$ cat src/hw/rtl/obb_pkg.sv
// ----------------------------------------------------------------------------
// Oriented box bounds package
// Shared constants, CORDIC types and helper functions.
// ----------------------------------------------------------------------------
package obb_pkg;

  localparam int FracBitsDef  = 8;
  localparam int AngleBitsDef = 16;
  localparam int CordicSteps  = 16;
  localparam int TrigW        = 18;
  localparam int AddrW        = 5;
  localparam logic signed [31:0] CordicK = 32'sh26DD_3B6A;

  typedef enum logic [2:0] {
    REG_HALF_WIDTH  = 3'd0,
    REG_HALF_HEIGHT = 3'd1,
    REG_OFFSET_X    = 3'd2,
    REG_OFFSET_Y    = 3'd3,
    REG_LOCAL_ANGLE = 3'd4
  } reg_idx_e;

  typedef struct packed {
    logic signed [31:0] x;
    logic signed [31:0] y;
    logic signed [31:0] z;
    logic [1:0]         q;
  } cordic_t;

  typedef struct packed {
    logic signed [TrigW-1:0] c;
    logic signed [TrigW-1:0] s;
  } trig_t;

  function automatic logic signed [31:0] atan_of(int i);
    case (i)
      0:       return 32'sh2000_0000;
      1:       return 32'sh12E4_051E;
      2:       return 32'sh09FB_385B;
      3:       return 32'sh0511_11D4;
      4:       return 32'sh028B_0D43;
      5:       return 32'sh0145_D7E1;
      6:       return 32'sh00A2_F61E;
      7:       return 32'sh0051_7C55;
      8:       return 32'sh0028_BE53;
      9:       return 32'sh0014_5F2F;
      10:      return 32'sh000A_2F98;
      11:      return 32'sh0005_17CC;
      12:      return 32'sh0002_8BE6;
      13:      return 32'sh0001_45F3;
      14:      return 32'sh0000_A2FA;
      15:      return 32'sh0000_517D;
      default: return 32'sh0;
    endcase
  endfunction

  // Phase is the angle moved to the top of a 32-bit word.
  function automatic cordic_t cordic_start(logic [31:0] phase);
    cordic_t r;
    r.q = 2'((phase + 32'h2000_0000) >> 30);
    r.z = $signed(phase - {r.q, 30'b0});
    r.x = CordicK;
    r.y = 32'sh0;
    return r;
  endfunction

  function automatic cordic_t cordic_step(cordic_t a, int i);
    cordic_t r;
    r.q = a.q;
    if (!a.z[31]) begin
      r.x = a.x - (a.y >>> i);
      r.y = a.y + (a.x >>> i);
      r.z = a.z - atan_of(i);
    end else begin
      r.x = a.x + (a.y >>> i);
      r.y = a.y - (a.x >>> i);
      r.z = a.z + atan_of(i);
    end
    return r;
  endfunction

  function automatic logic signed [TrigW-1:0] trig_round(logic signed [31:0] v);
    logic signed [32:0] t;
    t = (33'(v) + 33'sd8192) >>> 14;
    if (t > 33'sd65536) begin
      return 18'sd65536;
    end else if (t < -33'sd65536) begin
      return -18'sd65536;
    end
    return t[TrigW-1:0];
  endfunction

  function automatic trig_t cordic_finish(cordic_t a);
    logic signed [TrigW-1:0] xc;
    logic signed [TrigW-1:0] yc;
    trig_t r;
    xc = trig_round(a.x);
    yc = trig_round(a.y);
    case (a.q)
      2'd1: begin
        r.c = -yc;
        r.s = xc;
      end
      2'd2: begin
        r.c = -xc;
        r.s = -yc;
      end
      2'd3: begin
        r.c = yc;
        r.s = -xc;
      end
      default: begin
        r.c = xc;
        r.s = yc;
      end
    endcase
    return r;
  endfunction

endpackage

$ cat src/hw/rtl/obb_cordic_cell.sv
// ----------------------------------------------------------------------------
// Oriented box bounds CORDIC cell
// One registered CORDIC rotation step for the object and the local angle.
// ----------------------------------------------------------------------------
module obb_cordic_cell #(
  parameter int Step = 0,
  parameter int PayW = 8
) (
  input  logic              clk_i,
  input  logic              rst_ni,
  input  logic              vld_i,
  output logic              rdy_o,
  input  obb_pkg::cordic_t  obj_i,
  input  obb_pkg::cordic_t  loc_i,
  input  logic [PayW-1:0]   pay_i,
  output logic              vld_o,
  input  logic              rdy_i,
  output obb_pkg::cordic_t  obj_o,
  output obb_pkg::cordic_t  loc_o,
  output logic [PayW-1:0]   pay_o
);
  import obb_pkg::*;

  logic    vld_q;
  cordic_t obj_q;
  cordic_t loc_q;
  logic [PayW-1:0] pay_q;
  logic    adv;

  assign adv   = ~vld_q | rdy_i;
  assign rdy_o = adv;

  always_ff @(posedge clk_i or negedge rst_ni) begin
    if (!rst_ni) begin
      vld_q <= 1'b0;
    end else if (adv) begin
      vld_q <= vld_i;
    end
  end

  always_ff @(posedge clk_i) begin
    if (adv && vld_i) begin
      obj_q <= cordic_step(obj_i, Step);
      loc_q <= cordic_step(loc_i, Step);
      pay_q <= pay_i;
    end
  end

  assign vld_o = vld_q;
  assign obj_o = obj_q;
  assign loc_o = loc_q;
  assign pay_o = pay_q;

endmodule

$ cat config.mk
export PLATFORM = sky130hd
export DESIGN_NAME = obb_cordic_cell
export DESIGN_NICKNAME = d
export VERILOG_FILES = /design/src/hw/rtl/obb_pkg.sv /design/src/hw/rtl/obb_cordic_cell.sv
export SDC_FILE = /design/constraint.sdc
export NUM_CORES = 1
export LEC_CHECK = 0
export ABC_AREA = 0
export BUFFER_PORTS_ARGS = -buffer_cell sky130_fd_sc_hd__buf_2
export CORE_MARGIN = 2
export CORE_UTILIZATION = 25
export CTS_CLUSTER_SIZE = 14
export DETAILED_ROUTE_END_ITERATION = 7
export PLACE_DENSITY = 0.49
export SLEW_MARGIN = 20
export SYNTH_ARGS = -nofsm -noshare
export SYNTH_HDL_FRONTEND = slang
export SYNTH_SLANG_ARGS = --single-unit
$ cat constraint.sdc
create_clock -name clk_i -period 11.1 [get_ports clk_i]
set_input_delay 2.22 -clock clk_i [delete_from_list [all_inputs] [get_ports clk_i]]
set_output_delay 2.22 -clock clk_i [all_outputs]
set_load 0.05 [all_outputs]
==> key figures, run 1 <==
Synth
  • Simple-gate share of the synthesized area: 0.122
  • Compound-Gate Fraction of Synth Area: 0.227
  • Most used flip-flop cell after synthesis: edfxtp_1
  • Synth Area in XOR/XNOR: 0.0617
  • FF+latch count, synth: 203
  • Synth area leaders: edfxtp_1, ha_1, a21oi_1
  • Synthesized area: 16,900 um2
  • Post-synth EDFFs: 202
  • Warnings from Yosys: 0
  • Distinct cells, synth: 83
  • Seq/Total Area, Yosys: 0.361
  • Synthesized netlist cell count: 1,877
  • Synthesized net count: 2,281
  • Post-synth ARST share: 0.00493
  • Top-area cell type share of the netlist area: 0.359
  • Mux cell area share after synthesis: 0.0124
  • Cell taking the most area after synthesis: edfxtp_1
  • Most common cell in the netlist: a21oi_1
  • Combinational family with the most area after synthesis: compound AO/OA/AOI/OAI gates
  • Synth cell count leaders: a21oi_1, edfxtp_1, inv_1
  • Avg Inst Size Synth: 9.00 um2
  • Adder-cell share of the synthesized area: 0.149

Timing
  • Fin Setup TNS: 0 ns
  • Setup violations, final: 0
  • Final hold viol count: 0
  • RSZ-0062 raised after global routing: false
  • Fin crit period: 5.24 ns
  • Part of the cycle the worst path needs: 0.472
  • Slew margin rel.: 0.322
  • Fmax: 191 MHz
  • Worst Max-Slew Pin Slew: 1.01 ns
  • Skew final: 0.0226 ns
  • Final Max Slew Viols: 0
  • Final hold slack: 0.544 ns

Drt
  • First DRT Iteration DRCs: 1,504
  • Vias: 15.6k
  • Post-DRT Antenna Nets: 0
  • DRT Wirelength: 62.7 mm
  • Post-detailed-route DRC marker count: 0
  • Drt pass-1 iters: 5
  • DR vias/cell: 4.98
  • WL/cell: 19.9 um

CTS
  • Post-CTS Resized: 0
  • Clock Sinks: 203
  • Total CTS buffers: 27
  • CTS H-tree lvls: 1
  • CTS tree: yes
  • Bufs on Longest Clock Path: 3
  • Clk slew on worst S/H paths: 0.06 ns
  • Clk_lat worst skew: 0.57 ns
  • Post-CTS setup buffers: 0
  • CTS root buf: clkbuf_16
  • Hold_buf cts: 0

Worst setup path
  • Crit Path Max Fanout: 10
  • CP cell instances: buf_2, inv_1, ha_1, inv_1, a21oi_1, nor4bb_1, nor3_1, o2111ai_1, nand2_1, a21boi_1, o221ai_1, xnor2_1
  • Worst setup SP type: input port
  • Crit. End Element: flip-flop
  • Req. time, crit path: 11.39 ns
  • Arr. time, crit path: 5.53 ns
  • Worst path most repeated cell: inv_1
  • Worst setup path class: input port to flip-flop
  • Slowest-stage cell, CP: nor4bb_1
  • CP peak stage delay: 0.68 ns

Floorplan
  • Die area: 69,600 um2
  • Core ar.: 67,000 um2
  • I/O pins: 414
  • Row count: 95
  • Die Span Y: 264 um
  • Initial Util: 0.252
  • Die span in x: 264 um

Layout
  • Multi-input logic area: 9660 um2
  • Fillers: 7,219
  • Finished Core Util: 0.308
  • Area delta synth->final: 22.2%
  • Final instance area: 20,600 um2
  • Share of cells above drive strength 1: 0.214
  • Register Area: 6090 um2
  • # nets final: 2,645

Power
  • Combinational fraction of design power: 0.366
  • Leakage power: 0.00894 uW
  • Int Power: 1750 uW
  • Clock network power share: 0.297
  • Power per cell area: 140 nW/um2
  • P_sw: 1130 uW
  • Switching share of power: 0.393
  • Sequential Power Share: 0.337
  • Overall power: 2890 uW
  • Max VDD drop: 0.114 mV

Global route
  • Initial antenna violation count: 12
  • First-pass GRT wire length: 94.2 mm
  • Overall Global Routing Usage: 0.172
  • Largest net degree at the start of global routing: 88
  • Total grt overflow: 0
  • Vias in the first global route: 15.2k

Worst hold path
  • Hold WC Path Type: flip-flop to flip-flop

Job
  • Max-cap violations: 0

Run status
  • Outcome: finished clean

Placement
  • GPL Wtd Cong: 0.895
  • Post-DP HPWL: 50.1 mm
  • Port Buffers: 413
  • Cell area after placement: 19,700 um2
==> metal layers <==
layer  global-route usage  share of wire  wire length (um)
met3               0.0326          0.068              4280
met2                0.269           0.45             27900
met4               0.0447          0.021              1320
met5                    0        0.00061                38
met1                0.242           0.46             29100
==> through the flow <==
step / cells / worst slack, ns
final: 3141 / 5.86
after global routing: 3139 / 5.67
after global placement: 3084 / 5.47
after detailed placement: 3084 / 5.41
after floorplan: 1877 / 3.16
after CTS: 3133 / 6.02
==> area by class of cell <==
| class | count | share of cell area |
|---|---|---|
| clock inverter | 18 | 0.00776 |
| inverter | 209 | 0.0380 |
| sequential | 203 | 0.295 |
| tap | 873 | 0.0529 |
| clock buffer | 31 | 0.0335 |
| antenna | 7 | 0.000849 |
| multi-input combinational | 1380 | 0.468 |
| timing repair buffer | 420 | 0.103 |
==> power groups by stage <==
stage,Clock [uW],Sequential [uW],Combinational (uW)
2_1_floorplan,0,1240,488
3_3_place_gp,0,990,1050
3_5_place_dp,0,991,1050
4_1_cts,896,976,1050
5_1_grt,927,981,1140
6_report,856,974,1060
==> worst max-delay path, delay by kind of cell <==
| kind | cells | cell delay (ns) |
|---|---|---|
| buffers and inverters | 3 | 0.35 |
| and+or+nand+nor | 3 | 1.03 |
| adders and majority gates | 1 | 0.45 |
| xor gates and xnor gates | 1 | 0.18 |
| AOI/OAI and AO/OA | 4 | 1.30 |
==> flip-flops by register name (all words and copies together) (netlist names) <==
| signal | cells |
|---|---|
| obj_o | 97 |
| loc_o | 97 |
| pay_o | 8 |
| vld_o | 1 |
==> layout by cell type (no fill, tap or decap), types with 32 or more instances in the layout <==
| cell type | count |
|---|---|
| buf_2 | 413 |
| o21bai_1 | 34 |
| ha_1 | 188 |
| xnor2_1 | 108 |
| inv_1 | 199 |
| nor2_1 | 156 |
| nand2_1 | 85 |
| edfxtp_1 | 202 |
| a21oi_1 | 214 |
| o21ai_0 | 125 |
| nor3_1 | 32 |
==> cells by family (layout without fill, tap and decap cells) <==
logic type / after synthesis / after routing
compound gates: 613 / 613
xor+xnor: 119 / 119
other cells: 0 / 7
mux: 21 / 21
flops: 203 / 203
buf+inv: 294 / 678
simple gates: 431 / 431
fa+ha+maj: 196 / 196
==> worst paths after layout <==
path                            from   endpoint  slack (ns)  depth (start not counted)
max                        loc_i[40]  loc_o[63]        5.86                         12
max reg2reg                    vld_o  loc_o[62]        7.73                          5
min in group asynchronous     rst_ni      vld_o        1.41                          1
max in group asynchronous     rst_ni      vld_o        9.61                          1
min reg2reg                    vld_o      vld_o        0.54                          2
min                            vld_o      vld_o        0.54                          2
(Power assumes the default switching activity.)
==> inputs of run 2 (changes only) <==
Settings changed: ABC_AREA 0 to 1, PLACE_DENSITY 0.49 to 0.5.
Clock period 11.1 ns to 4.3 ns, I/O delays scaled along.
==> key figures, run 2 <==
Run status
  • Outcome: finished clean

Synth
  • Synthesized netlist cell count: 3,311 (+76%)
  • Combinational family with the most area after synthesis: simple AND/OR/NAND/NOR gates
  • Synthesized net count: 3,715 (+63%)
  • Post-synth EDFFs: 202 (unchanged)
  • Distinct cells, synth: 36 (-57%)
  • Synth cell count leaders: nand2_1, inv_1, nand3_1
  • Compound-Gate Fraction of Synth Area: 0.0668 (-0.161)
  • Cell taking the most area after synthesis: edfxtp_1
  • Warnings from Yosys: 0 (unchanged)
  • FF+latch count, synth: 203 (unchanged)
  • Post-synth ARST share: 0.00493 (unchanged)
  • Synth area leaders: edfxtp_1, nand2_1, inv_1
  • Avg Inst Size Synth: 6.37 um2 (-29%)
  • Adder-cell share of the synthesized area: 0.119 (-0.0297)
  • Seq/Total Area, Yosys: 0.289 (-0.0721)
  • Top-area cell type share of the netlist area: 0.287 (-0.0718)
  • Synthesized area: 21,100 um2 (+25%)
  • Simple-gate share of the synthesized area: 0.364 (+0.242)
  • Synth Area in XOR/XNOR: 0.0195 (-0.0422)
  • Most common cell in the netlist: nand2_1
  • Most used flip-flop cell after synthesis: edfxtp_1
  • Mux cell area share after synthesis: 0 (-0.0124)

Drt
  • Met2 WL: 38.8 mm (+39%)
  • Post-detailed-route DRC marker count: 0 (unchanged)
  • M1 wire length: 34.8 mm (+20%)
  • DR WL met3: 4.27 mm (-0.28%)
  • WL/cell: 16.7 um (-16%)
  • Vias: 21.5k (+37%)
  • DRT Wirelength: 80.0 mm (+28%)
  • Highest routed layer: met5
  • DR vias/cell: 4.49 (-9.8%)
  • Post-DRT Antenna Nets: 0 (unchanged)
  • Drt pass-1 iters: 7 (+2)
  • First DRT Iteration DRCs: 1,483 (-1.4%)

Worst setup path
  • Worst R2R Path Depth: 2 (-3)
  • Slowest-stage cell, CP: ha_1
  • CP peak stage delay: 0.46 ns (-0.22 ns)
  • Crit Path Max Fanout: 10 (unchanged)
  • Worst path most repeated cell: nand2_1
  • Worst setup path class: input port to flip-flop
  • CP cell instances: buf_2, inv_1, ha_1, nor2_1, inv_1, nor2_2, nand2_1, nor3_1, nand2_1, nand3_1, nand2_1, nand3_1, nand2_1
  • Worst setup SP type: input port
  • Req. time, crit path: 4.66 ns (-6.73 ns)
  • Crit. End Element: flip-flop
  • Arr. time, crit path: 3.17 ns (-2.36 ns)

Layout
  • Finished Core Util: 0.300 (-0.00782)
  • Most common cell after layout, fill and taps aside: nand2_1
  • Commonest cells after routing, fill and taps aside: nand2_1, inv_1, buf_2
  • Fillers: 9,470 (+31%)
  • Final instance area: 25,100 um2 (+21%)
  • Area delta synth->final: 18.7%
  • Number of non-filler instances in the completed layout: 4,782 (+52%)
  • # nets final: 4,085 (+54%)
  • ANT cells: 0 (-7)
  • Share of cells above drive strength 1: 0.140 (-0.0739)

Floorplan
  • Die Span Y: 295 um (+12%)
  • I/O pins: 414 (unchanged)
  • Initial Util: 0.253 (+0.000694)
  • Core ar.: 83,600 um2 (+25%)
  • Die area: 86,800 um2 (+25%)
  • Die span in x: 295 um (+12%)
  • Row count: 106 (+12%)

Global route
  • Total grt overflow: 0 (unchanged)
  • Largest net degree at the start of global routing: 133 (+51%)
  • Initial antenna violation count: 14 (+2)
  • First-pass GRT wire length: 119 mm (+27%)
  • Overall Global Routing Usage: 0.179 (+0.00763)
  • Vias in the first global route: 20.7k (+36%)

Timing
  • Final hold viol count: 0 (unchanged)
  • Setup violations, final: 0 (unchanged)
  • Fin Setup TNS: 0 ns (unchanged)
  • Part of the cycle the worst path needs: 0.652
  • Skew final: 0.0186 ns (-0.00401 ns)
  • Worst Max-Slew Pin Slew: 1.07 ns (+0.0649 ns)
  • Fmax: 357 MHz
  • Slew margin rel.: 0.284 (-0.0381)
  • Fin crit period: 2.80 ns
  • RSZ-0062 raised after global routing: false
  • Final Max Slew Viols: 0 (unchanged)

Job
  • Max-cap violations: 0 (unchanged)

Placement
  • Port Buffers: 413 (unchanged)
  • Post-Place Cells: 4,729 (+53%)
  • Cell area after placement: 24,100 um2 (+22%)
  • Post-DP HPWL: 66.5 mm (+33%)
  • GPL Wtd Cong: 0.919 (+2.6%)

CTS
  • CTS H-tree lvls: 1 (unchanged)
  • CTS root buf: clkbuf_16
  • Post-CTS Resized: 0 (unchanged)
  • Clock Sinks: 203 (unchanged)
  • Clk_lat worst skew: 0.61 ns (+0.04 ns)
  • Total CTS buffers: 29 (+7.4%)
  • CTS tree: yes
  • Clk slew on worst S/H paths: 0.06 ns (about the same)
  • Bufs on Longest Clock Path: 3 (unchanged)

Worst hold path
  • Hold WC Path Type: input port to flip-flop
  • Hold Path Stages: 1 (-1)

Power
  • Overall power: 7910 uW (+170%)
  • Leakage power: 0.0138 uW (+54%)
  • Max VDD drop: 0.266 mV (+130%)
  • Power per cell area: 316 nW/um2 (+130%)
run 2: layer usage:
layer  track usage  up-vias
met1         0.229     9727
met5             0        -
li1              -    11000
met3        0.0214      105
met4        0.0460        4
met2         0.318      622
run 2: cells by family (layout without fill, tap and decap cells):
| logic type | count (synthesis) | in the layout |
|---|---|---|
| adders and majority gates | 196 | 196 |
| DFF | 203 | 203 |
| AOI/OAI and AO/OA | 262 | 262 |
| and+or+nand+nor | 1849 | 1849 |
| buffers and inverters | 754 | 1145 |
| xor gates and xnor gates | 47 | 47 |
run 2: where the power goes:
| part | internal, uW | leakage, uW | switching, uW |
|---|---|---|---|
| sequential | 2420 | 0.00194 | 62.6 |
| clock | 1350 | 0.000439 | 1040 |
| combinational | 806 | 0.0114 | 2240 |
| total | 4570 | 0.0138 | 3340 |
run 2: stage by stage:
step                setup WS [ns]  hold slack (ns)
global route                 1.37            0.370
floorplan                  -0.328            0.564
finish                       1.50            0.418
detailed placement          0.894            0.575
global placement            0.867            0.566
CTS                          1.57            0.356
run 2: final cells by class:
class	instances	area [um2]	area share
clock buffer	32	737	0.0294
clock inverter	20	175	0.00699
inverter	672	2530	0.101
multi-input combinational	2354	12000	0.479
sequential	203	6090	0.243
tap	1080	1350	0.0539
timing repair buffer	421	2150	0.0860
run 2: final timing paths:
path / from / to / slack (ns)
min in group asynchronous: rst_ni / vld_o / 0.57
setup reg to reg: vld_o / loc_o[86] / 2.53
hold reg to reg: vld_o / vld_o / 0.59
hold / removal: obj_i[25] / obj_o[25] / 0.42
setup / recovery: obj_i[49] / obj_o[93] / 1.50
max in group asynchronous: rst_ni / vld_o / 3.64
run 2: critical path: cells and delay by family:
kind          cells  cell delay [ns]
fa+ha+maj         1             0.46
buf+inv           3             0.24
simple gates      9             1.59
run 2: repair_timing:
item | in CTS | in global routing
hold endpoints to repair | 1 | 0
hold buffers | 1 | 0
setup buffers | 0 | 0
==> inputs of run 3 (changes only) <==
Settings changed: PLACE_DENSITY 0.5 to 0.48.
Clock period 4.3 ns to 2.8 ns, I/O delays scaled along.
==> key figures, run 3 (synthesis gave the netlist of run 2 again) <==
CTS
  • Total CTS buffers: 27 (-6.9%)
  • Clock Sinks: 203 (unchanged)
  • Bufs on Longest Clock Path: 3 (unchanged)
  • Post-CTS setup buffers: 0 (unchanged)
  • CTS tree: yes
  • Clk_lat worst skew: 0.61 ns (about the same)
  • CTS H-tree lvls: 1 (unchanged)
  • CTS root buf: clkbuf_16
  • Clk slew on worst S/H paths: 0.06 ns (about the same)

Drt
  • Drt pass-1 iters: 6 (-1)
  • DRT Wirelength: 81.3 mm (+1.6%)
  • WL/cell: 16.6 um (-1.1%)
  • Vias: 21.8k (+1.4%)
  • First DRT Iteration DRCs: 1,421 (-4.2%)
  • DR vias/cell: 4.43 (-1.3%)
  • Post-detailed-route DRC marker count: 0 (unchanged)
  • Post-DRT Antenna Nets: 0 (unchanged)

Floorplan
  • I/O pins: 414 (unchanged)
  • Initial Util: 0.253 (unchanged)
  • Die span in x: 295 um (unchanged)
  • Core ar.: 83,600 um2 (unchanged)
  • Die area: 86,800 um2 (unchanged)
  • Die Span Y: 295 um (unchanged)
  • Row count: 106 (unchanged)

Global route
  • Overall Global Routing Usage: 0.182 (+0.00252)
  • Total grt overflow: 0 (unchanged)
  • Initial antenna violation count: 9 (-5)
  • Vias in the first global route: 21.0k (+1.6%)
  • Largest net degree at the start of global routing: 61 (-54%)
  • First-pass GRT wire length: 121 mm (+0.92%)

Timing
  • Slew margin rel.: 0.510 (+0.227)
  • Final Max Slew Viols: 0 (unchanged)
  • Skew final: 0.0221 ns (+0.00350 ns)
  • Setup violations, final: 0 (unchanged)
  • Final hold viol count: 0 (unchanged)
  • Fmax: 451 MHz
  • Part of the cycle the worst path needs: 0.792
  • Worst Max-Slew Pin Slew: 0.735 ns (-0.338 ns)
  • RSZ-0062 raised after global routing: false
  • Fin Setup TNS: 0 ns (unchanged)
  • Fin crit period: 2.22 ns

Worst setup path
  • Worst R2R End: obj_o[76]
  • Worst R2R Path Depth: 2 (unchanged)
  • Crit. End Element: flip-flop
  • Worst R2R Start: vld_o
  • Crit Path Max Fanout: 10 (unchanged)
  • CP startpoint: loc_i[39]
  • CP endpoint: loc_o[96]
  • Req. time, crit path: 3.14 ns (-1.52 ns)
  • Worst setup SP type: input port
  • Arr. time, crit path: 2.56 ns (-0.61 ns)
  • Worst R2R Setup Slack: 1.11 ns (-1.42 ns)
  • Worst setup path class: input port to flip-flop

Layout
  • Fillers: 9,415 (-0.58%)
  • Final instance area: 26,100 um2 (+4.1%)
  • Commonest cells after routing, fill and taps aside: nand2_1, inv_1, buf_2
  • Most common cell after layout, fill and taps aside: nand2_1
  • Share of cells above drive strength 1: 0.170 (+0.0299)
  • # nets final: 4,219 (+3.3%)
  • Area delta synth->final: 23.6%

Power
  • Max VDD drop: 0.382 mV (+44%)
  • Leakage power: 0.0144 uW (+4.8%)
  • Power per cell area: 476 nW/um2 (+51%)

Job
  • Max-cap violations: 0 (unchanged)

Run status
  • Outcome: finished clean

Worst hold path
  • Hold WC Path Type: input port to flip-flop

Placement
  • Post-DP HPWL: 69.4 mm (+4.4%)
  • GPL Wtd Cong: 0.926 (+0.77%)
  • Cell area after placement: 25,200 um2 (+4.3%)
  • Port Buffers: 413 (unchanged)
==> run 3: changes by cell type in the layout (fill, tap and decap cells not counted), moves of 2 or more <==
cell | previous run | this run
buf_4 | 5 | 139
clkinv_1 | 8 | 5
buf_12 | 2 | 4
bufinv_16 | 2 | 4
clkbuf_16 | 29 | 27
clkinv_2 | 4 | 2
inv_1 | 662 | 664
==> run 3: timing repair <==
item / CTS / global route
hold endpoints to repair: 1 / 0
gates resized for setup: 0 / 0
hold buffers: 1 / 0
==> run 3: critical path, stage by stage <==
cell     delay [ns]
buf_2          0.11
inv_1          0.04
ha_1           0.50
inv_1          0.16
nand2_1        0.09
nand2_1        0.10
inv_1          0.07
nand2_1        0.12
nand2_1        0.12
nand3_1        0.23
nand2_1        0.18
nand3_1        0.11
nand3_1        0.11
nand2_1        0.06
==> run 3: worst min-delay path by stage <==
stage | cells past startpoint | endpoint | slack, ns | start
after global routing | 1 | loc_o[18] | 0.09 | loc_i[18]
final | 1 | loc_o[24] | 0.14 | loc_i[24]
after CTS | 1 | obj_o[15] | 0.09 | obj_i[15]
after floorplan | 0 | vld_o | 0.26 | rst_ni
after global placement | 1 | vld_o | 0.34 | rst_ni
after detailed placement | 1 | vld_o | 0.34 | rst_ni
==> run 3: final cells by class <==
class	instances	area (um2)	share of cell area
Sequential cell	203	6090	0.234
Inverter	672	2520	0.0967
Multi-Input combinational cell	2354	12000	0.461
Antenna cell	1	2.50	0.0000959
Clock inverter	17	213	0.00815
Timing Repair Buffer	557	3200	0.123
Tap cell	1080	1350	0.0518
Clock buffer	30	687	0.0263
==> run 3: power by group <==
group | total [uW] | internal (uW) | switching, uW
logic | 4980 | 1460 | 3520
clock network | 3650 | 2130 | 1510
registers | 3790 | 3710 | 81.2
total | 12400 | 7300 | 5110
==> run 3: through the flow <==
step / cells / hold WS [ns] / power [uW] / worst slack (ns) / utilization
2_1_floorplan: 3311 / 0.264 / 7140 / -1.60 / -
3_3_place_gp: 4865 / 0.335 / 8840 / -0.00978 / 0.301
3_5_place_dp: 4865 / 0.336 / 8820 / 0.0247 / 0.301
4_1_cts: 4913 / 0.0863 / 12600 / 0.664 / 0.312
5_1_grt: 4913 / 0.0905 / 13200 / 0.444 / 0.312
6_report: 4914 / 0.137 / 12400 / 0.583 / 0.312
==> run 3: layer usage <==
metal | track usage | up-vias | part of all wire | routed length (um)
met4 | 0.0499 | 6 | 0.028 | 2250
li1 | - | 11300 | - | -
met1 | 0.231 | 9830 | 0.44 | 35600
met2 | 0.322 | 564 | 0.48 | 39200
met3 | 0.0227 | 109 | 0.052 | 4240
met5 | 0 | - | 0.00050 | 41
